$ cat config.mk
export PLATFORM = sky130hd
export DESIGN_NAME = oss_ctrl
export DESIGN_NICKNAME = d
export VERILOG_FILES = /design/src/sv/oss_pkg.sv /design/src/sv/oss_ctrl.sv
export SDC_FILE = /design/constraint.sdc
export NUM_CORES = 1
export LEC_CHECK = 0
export BUFFER_PORTS_ARGS = -buffer_cell sky130_fd_sc_hd__buf_2
export CAP_MARGIN = 20
export CORE_AREA = 2 2 39 41
export CTS_BUF_LIST = sky130_fd_sc_hd__clkbuf_4 sky130_fd_sc_hd__clkbuf_8 sky130_fd_sc_hd__clkbuf_16
export CTS_CLUSTER_DIAMETER = 200
export CTS_CLUSTER_SIZE = 24
export DETAILED_ROUTE_END_ITERATION = 16
export DIE_AREA = 0 0 41 43
export GPL_ROUTABILITY_DRIVEN = 0
export SYNTH_ARGS = -nofsm -noshare
export SYNTH_HDL_FRONTEND = slang
export SYNTH_SLANG_ARGS = --single-unit
$ cat constraint.sdc
create_clock -name clk -period 3 [get_ports clk]
set_clock_uncertainty 0.05 [all_clocks]
set_input_delay 0.6 -clock clk [delete_from_list [all_inputs] [get_ports clk]]
set_output_delay 0.6 -clock clk [all_outputs]
set_load 0.01 [all_outputs]
$ cat src/sv/oss_pkg.sv
package oss_pkg;

  // Size of the value domain; values 0 .. DOMAIN_SIZE-1 may be members.
  localparam int DOMAIN_SIZE = 1024;

  // Fixed field widths of the request and result channels.
  localparam int KIND_W = 2;
  localparam int OPND_W = 11;
  localparam int ANS_W  = 11;

  // Widths derived from the domain size.
  localparam int ADDR_W = $clog2(DOMAIN_SIZE);
  localparam int NODE_W = $clog2(DOMAIN_SIZE + 1);
  localparam int MAX_MEMBERS = (DOMAIN_SIZE < (1 << OPND_W)) ? DOMAIN_SIZE : (1 << OPND_W);
  localparam int CNT_W  = $clog2(MAX_MEMBERS + 1);

  // Largest power of two not above the domain size: first step of the descent.
  localparam int STEP_LOG = ((1 << $clog2(DOMAIN_SIZE)) == DOMAIN_SIZE) ?
                            $clog2(DOMAIN_SIZE) : $clog2(DOMAIN_SIZE) - 1;
  localparam int TOP_STEP = 1 << STEP_LOG;

  // Request kinds.
  localparam logic [KIND_W-1:0] KIND_INSERT = 2'd0;
  localparam logic [KIND_W-1:0] KIND_DELETE = 2'd1;
  localparam logic [KIND_W-1:0] KIND_COUNT  = 2'd2;
  localparam logic [KIND_W-1:0] KIND_KTH    = 2'd3;

  // Commands from the controller to the datapath.
  typedef struct packed {
    logic latch;       // capture the accepted request
    logic clr_step;    // zero one entry of both memories
    logic upd_begin;   // flip the presence bit, adjust the member count, read first node
    logic upd_step;    // write one tree node and read the next one
    logic pfx_begin;   // read the first node of a prefix sum
    logic pfx_step;    // accumulate one node and read the next one
    logic kth_begin;   // set up the descent
    logic kth_read;    // read the candidate node of the descent
    logic kth_decide;  // take or skip the candidate, halve the step
    logic load_out;    // move the finished answer into the output register
  } oss_cmd_t;

  // Status from the datapath to the controller.
  typedef struct packed {
    logic              clr_last;
    logic [KIND_W-1:0] kind;
    logic              in_range;
    logic              opnd_zero;
    logic              kth_bad;
    logic              needs_change;
    logic              upd_last;
    logic              pfx_last;
    logic              step_last;
    logic              out_busy;
  } oss_sts_t;

endpackage

$ cat src/sv/oss_ctrl.sv
module oss_ctrl import oss_pkg::*; (
  input  logic     clk,
  input  logic     rst,
  input  logic     req_valid,
  output logic     req_ready,
  input  oss_sts_t sts,
  output oss_cmd_t cmd
);

  localparam logic [3:0] ST_CLR  = 4'd0;
  localparam logic [3:0] ST_IDLE = 4'd1;
  localparam logic [3:0] ST_DISP = 4'd2;
  localparam logic [3:0] ST_CHK  = 4'd3;
  localparam logic [3:0] ST_UPD  = 4'd4;
  localparam logic [3:0] ST_PFX  = 4'd5;
  localparam logic [3:0] ST_KRD  = 4'd6;
  localparam logic [3:0] ST_KDC  = 4'd7;
  localparam logic [3:0] ST_FIN  = 4'd8;

  logic [3:0] state;
  logic [3:0] state_next;

  always_ff @(posedge clk) begin
    if (rst) begin
      state <= ST_CLR;
    end else begin
      state <= state_next;
    end
  end

  assign req_ready = (state == ST_IDLE);

  always_comb begin
    cmd        = '0;
    state_next = state;
    case (state)
      ST_CLR: begin
        cmd.clr_step = 1'b1;
        if (sts.clr_last) begin
          state_next = ST_IDLE;
        end
      end
      ST_IDLE: begin
        if (req_valid) begin
          cmd.latch  = 1'b1;
          state_next = ST_DISP;
        end
      end
      ST_DISP: begin
        case (sts.kind)
          KIND_INSERT, KIND_DELETE: begin
            if (sts.in_range) begin
              state_next = ST_CHK;
            end else begin
              state_next = ST_IDLE;
            end
          end
          KIND_COUNT: begin
            if (sts.in_range && !sts.opnd_zero) begin
              cmd.pfx_begin = 1'b1;
              state_next    = ST_PFX;
            end else begin
              state_next = ST_FIN;
            end
          end
          default: begin
            if (sts.kth_bad) begin
              state_next = ST_FIN;
            end else begin
              cmd.kth_begin = 1'b1;
              state_next    = ST_KRD;
            end
          end
        endcase
      end
      ST_CHK: begin
        if (sts.needs_change) begin
          cmd.upd_begin = 1'b1;
          state_next    = ST_UPD;
        end else begin
          state_next = ST_IDLE;
        end
      end
      ST_UPD: begin
        cmd.upd_step = 1'b1;
        if (sts.upd_last) begin
          state_next = ST_IDLE;
        end
      end
      ST_PFX: begin
        cmd.pfx_step = 1'b1;
        if (sts.pfx_last) begin
          state_next = ST_FIN;
        end
      end
      ST_KRD: begin
        cmd.kth_read = 1'b1;
        state_next   = ST_KDC;
      end
      ST_KDC: begin
        cmd.kth_decide = 1'b1;
        state_next     = sts.step_last ? ST_FIN : ST_KRD;
      end
      ST_FIN: begin
        if (!sts.out_busy) begin
          cmd.load_out = 1'b1;
          state_next   = ST_IDLE;
        end
      end
      default: begin
        state_next = ST_CLR;
      end
    endcase
  end

endmodule

==> summary.txt <==
Route
  • WL/cell: 11.2 um
  • Final ANT Viol Nets: 0
  • DRT Pass-1 Iters: 4
  • DRC viols: 0
  • Via density: roughly 5.1
  • Via count: between 500 and 600
  • Initial DRC count: 11
  • Post-Route WL: around 1100 um

GRT
  • Largest net degree at the start of global routing: 15
  • Initial antenna violation count: 0
  • Number of global-route vias before repair: a little under 400
  • Total GRT Usage: approximately an eighth
  • First-pass GRT wire length: between 1500 and 2000 um
  • Grt ovf: 0

Power
  • Sequential Power Share: between 30% and 40%
  • PD cells: around 410 nW/um2
  • P_leak: around 0.00026 uW
  • Max VDD drop: between 200 and 300 uV
  • Clk network pwr share: between 20 and 30%
  • Sw Share: 36.2%
  • Sw Pwr: approximately 82 uW
  • Pint: between 100 and 150 uW
  • Comb pwr share: between 30% and 40%

Timing
  • Final setup viols: 0
  • Slew Viols, Final: 0
  • Fin crit period: about 2.2 ns
  • Setup TNS: 0 ns
  • RSZ-0062 raised after global routing: false
  • Slew @ Worst Pin: between 0.4 and 0.5 ns
  • Max Clock Freq: 0.456 GHz
  • Max-Slew Margin vs Limit: between 60% and 70%
  • Final period utilization: approximately 73%
  • Final Hold Viols: 0

Layout
  • N_diodes: 0
  • Register Area: 80.1 um2
  • Largest registers: state x4
  • Largest reg by FF count: state
  • Post-layout util: between 40% and 50%
  • Finished Cell Area: approximately 560 um2
  • Final nets: 99
  • Ratio of cells with drive above 1 in the final layout: around a third
  • Multi-input gate area: ~310 um2
  • Fill cells: about 160
  • Synthesis-to-layout area growth: 35.0%
  • Max FFs per register: 4

Worst setup path
  • Worst-path cell chain: buf_2 -> or3b_2 -> nor3_1 -> buf_2
  • Slowest CP cell: or3b_2
  • Crit path DAT: about 1.5 ns
  • CP dominant cell by count: buf_2
  • Crit Path Max Fanout: 3
  • CP max stage delay: 0.48 ns
  • CP startpoint kind: input pin
  • Required @ worst endpoint: 2.35 ns
  • CP Capture Type: output port
  • R2R depth: 4
  • Critical path class: input pin to output port

Logic synthesis
  • Main synth FF type: dfxtp_1
  • Async set or reset register ratio after synthesis: 0%
  • Synth Area in Simple Gates: 54.7%
  • Ys Warns: 0
  • Mapped cell area: just over 400 um2
  • Synth Instances: slightly above 60
  • Cell variety after synth: 27
  • Synth Area in XOR/XNOR: 0%
  • Area share of fa/ha/maj cells after synthesis: 0%
  • Largest family of logic cells by synthesized area: simple AND/OR/NAND/NOR gates
  • Mapped Nets: 75
  • Syn Area/Cell: ~6.7 um2
  • Synth Area in Compound Gates: between 10% and 20%
  • Sequential area share after synthesis: 19.5%
  • Post-synthesis mux area share: approximately 4.9%
  • Number of synthesized register bits: 4
  • Post-synth EDFFs: 0

CTS
  • Clock-pin slew on the worst setup and hold paths: approximately 0.04 ns
  • CTS root buffer: clkbuf_4
  • H-tree levels: 1
  • Setup repair bufs after CTS: 0
  • Total CTS buffers: 3
  • Clock latency on the worst-skew pair: approximately 0.24 ns
  • # resized after CTS: 0
  • Max clock buf depth: 2
  • Clock Sinks: 4
  • CTS tree: done
  • Hold-fix buffers at CTS: 0

Floorplanning
  • Core Area: roughly 1400 um2
  • Die X: 41 um
  • Starting Density: between 20% and 30%
  • Die Area: around 1800 um2
  • Site Rows: 14
  • Die Y-Extent: about 43 um
  • IO Count: 25

Outcome
  • Status: completed

Placed design
  • Hpwl dp: 808 um
  • Placed cell area: around 530 um2
  • Port buffer count: 24

Worst hold path
  • HP Class: input pin to flop
  • Hold path depth: 2

Flow run
  • Maxcap violations: 0
==> logic make-up (layout without fill, tap and decap cells) <==
family	count (synthesis)	count (layout)
compound gates	11	11
buf+inv	5	27
flops	4	4
mux	2	2
simple gates	39	39
==> final timing paths <==
path | end | slack [ns] | startpoint
max reg2reg | state[0] | 1.16 | state[1]
max | cmd[5] | 0.81 | sts[8]
min | state[2] | 0.51 | rst
min reg2reg | state[3] | 0.56 | state[3]
==> synthesized netlist by cell type, types with 3 or more instances <==
cell type / instances / share of area [%]
a21oi_1: 3 / 3.6
nand2_1: 4 / 3.6
clkbuf_1: 5 / 4.6
nor3_1: 6 / 7.3
and2_1: 3 / 4.6
nand2b_1: 3 / 4.6
nor2_1: 7 / 6.4
nor2b_1: 3 / 4.6
dfxtp_1: 4 / 19
==> through the flow <==
stage               hold slack, ns  std cells  worst slack [ns]  total power, uW
global placement             0.563         96             0.817              159
global route                 0.525         99             0.719              243
CTS                          0.503         99             0.808              228
detailed placement           0.550         96             0.808              158
floorplan                    0.526         61             0.954              131
finish                       0.511         99             0.806              226
==> metal layers <==
metal  part of all wire (%)  global-route usage [%]  vias up
li1                       -                       -      263
met1                     49                    19.0      225
met2                     44                    17.5       18
met3                    6.8                    4.71        0
met4                      0                    4.00        0
met5                      0                       0        -
==> cells in the final DEF (no fill, tap or decap), types with 2 or more instances in the layout <==
master and n:
a21oi_1 3, dfxtp_1 4, mux2i_1 2, clkbuf_4 3, nand2_1 4, nor2b_1 3
nor3_1 6, o21ai_0 2, and3_1 2, nor2_1 7, nand2b_1 3, a31oi_1 2
nor3b_1 2, and2_1 3, buf_2 24
==> power by group through the flow <==
stage	registers, uW	logic [uW]	clock network, uW
after floorplan	62.5	68.7	0
after global placement	75.7	82.9	0
after detailed placement	75.0	83.1	0
after CTS	74.4	83.4	70.0
after global routing	76.7	94.1	72.0
final	75.0	83.7	67.7
==> critical path, delay by kind of cell <==
kind | cells | cell delay, ns
AND/OR/NAND/NOR | 2 | 0.67
buffers and inverters | 2 | 0.27
==> cell type report <==
class | count | share of cell area [%]
Timing Repair Buffer | 24 | 21.6
Tap cell | 16 | 3.60
Clock buffer | 3 | 4.05
Multi-Input combinational cell | 52 | 56.3
Sequential cell | 4 | 14.4
Note: power is estimated with default switching activity, not from simulation.
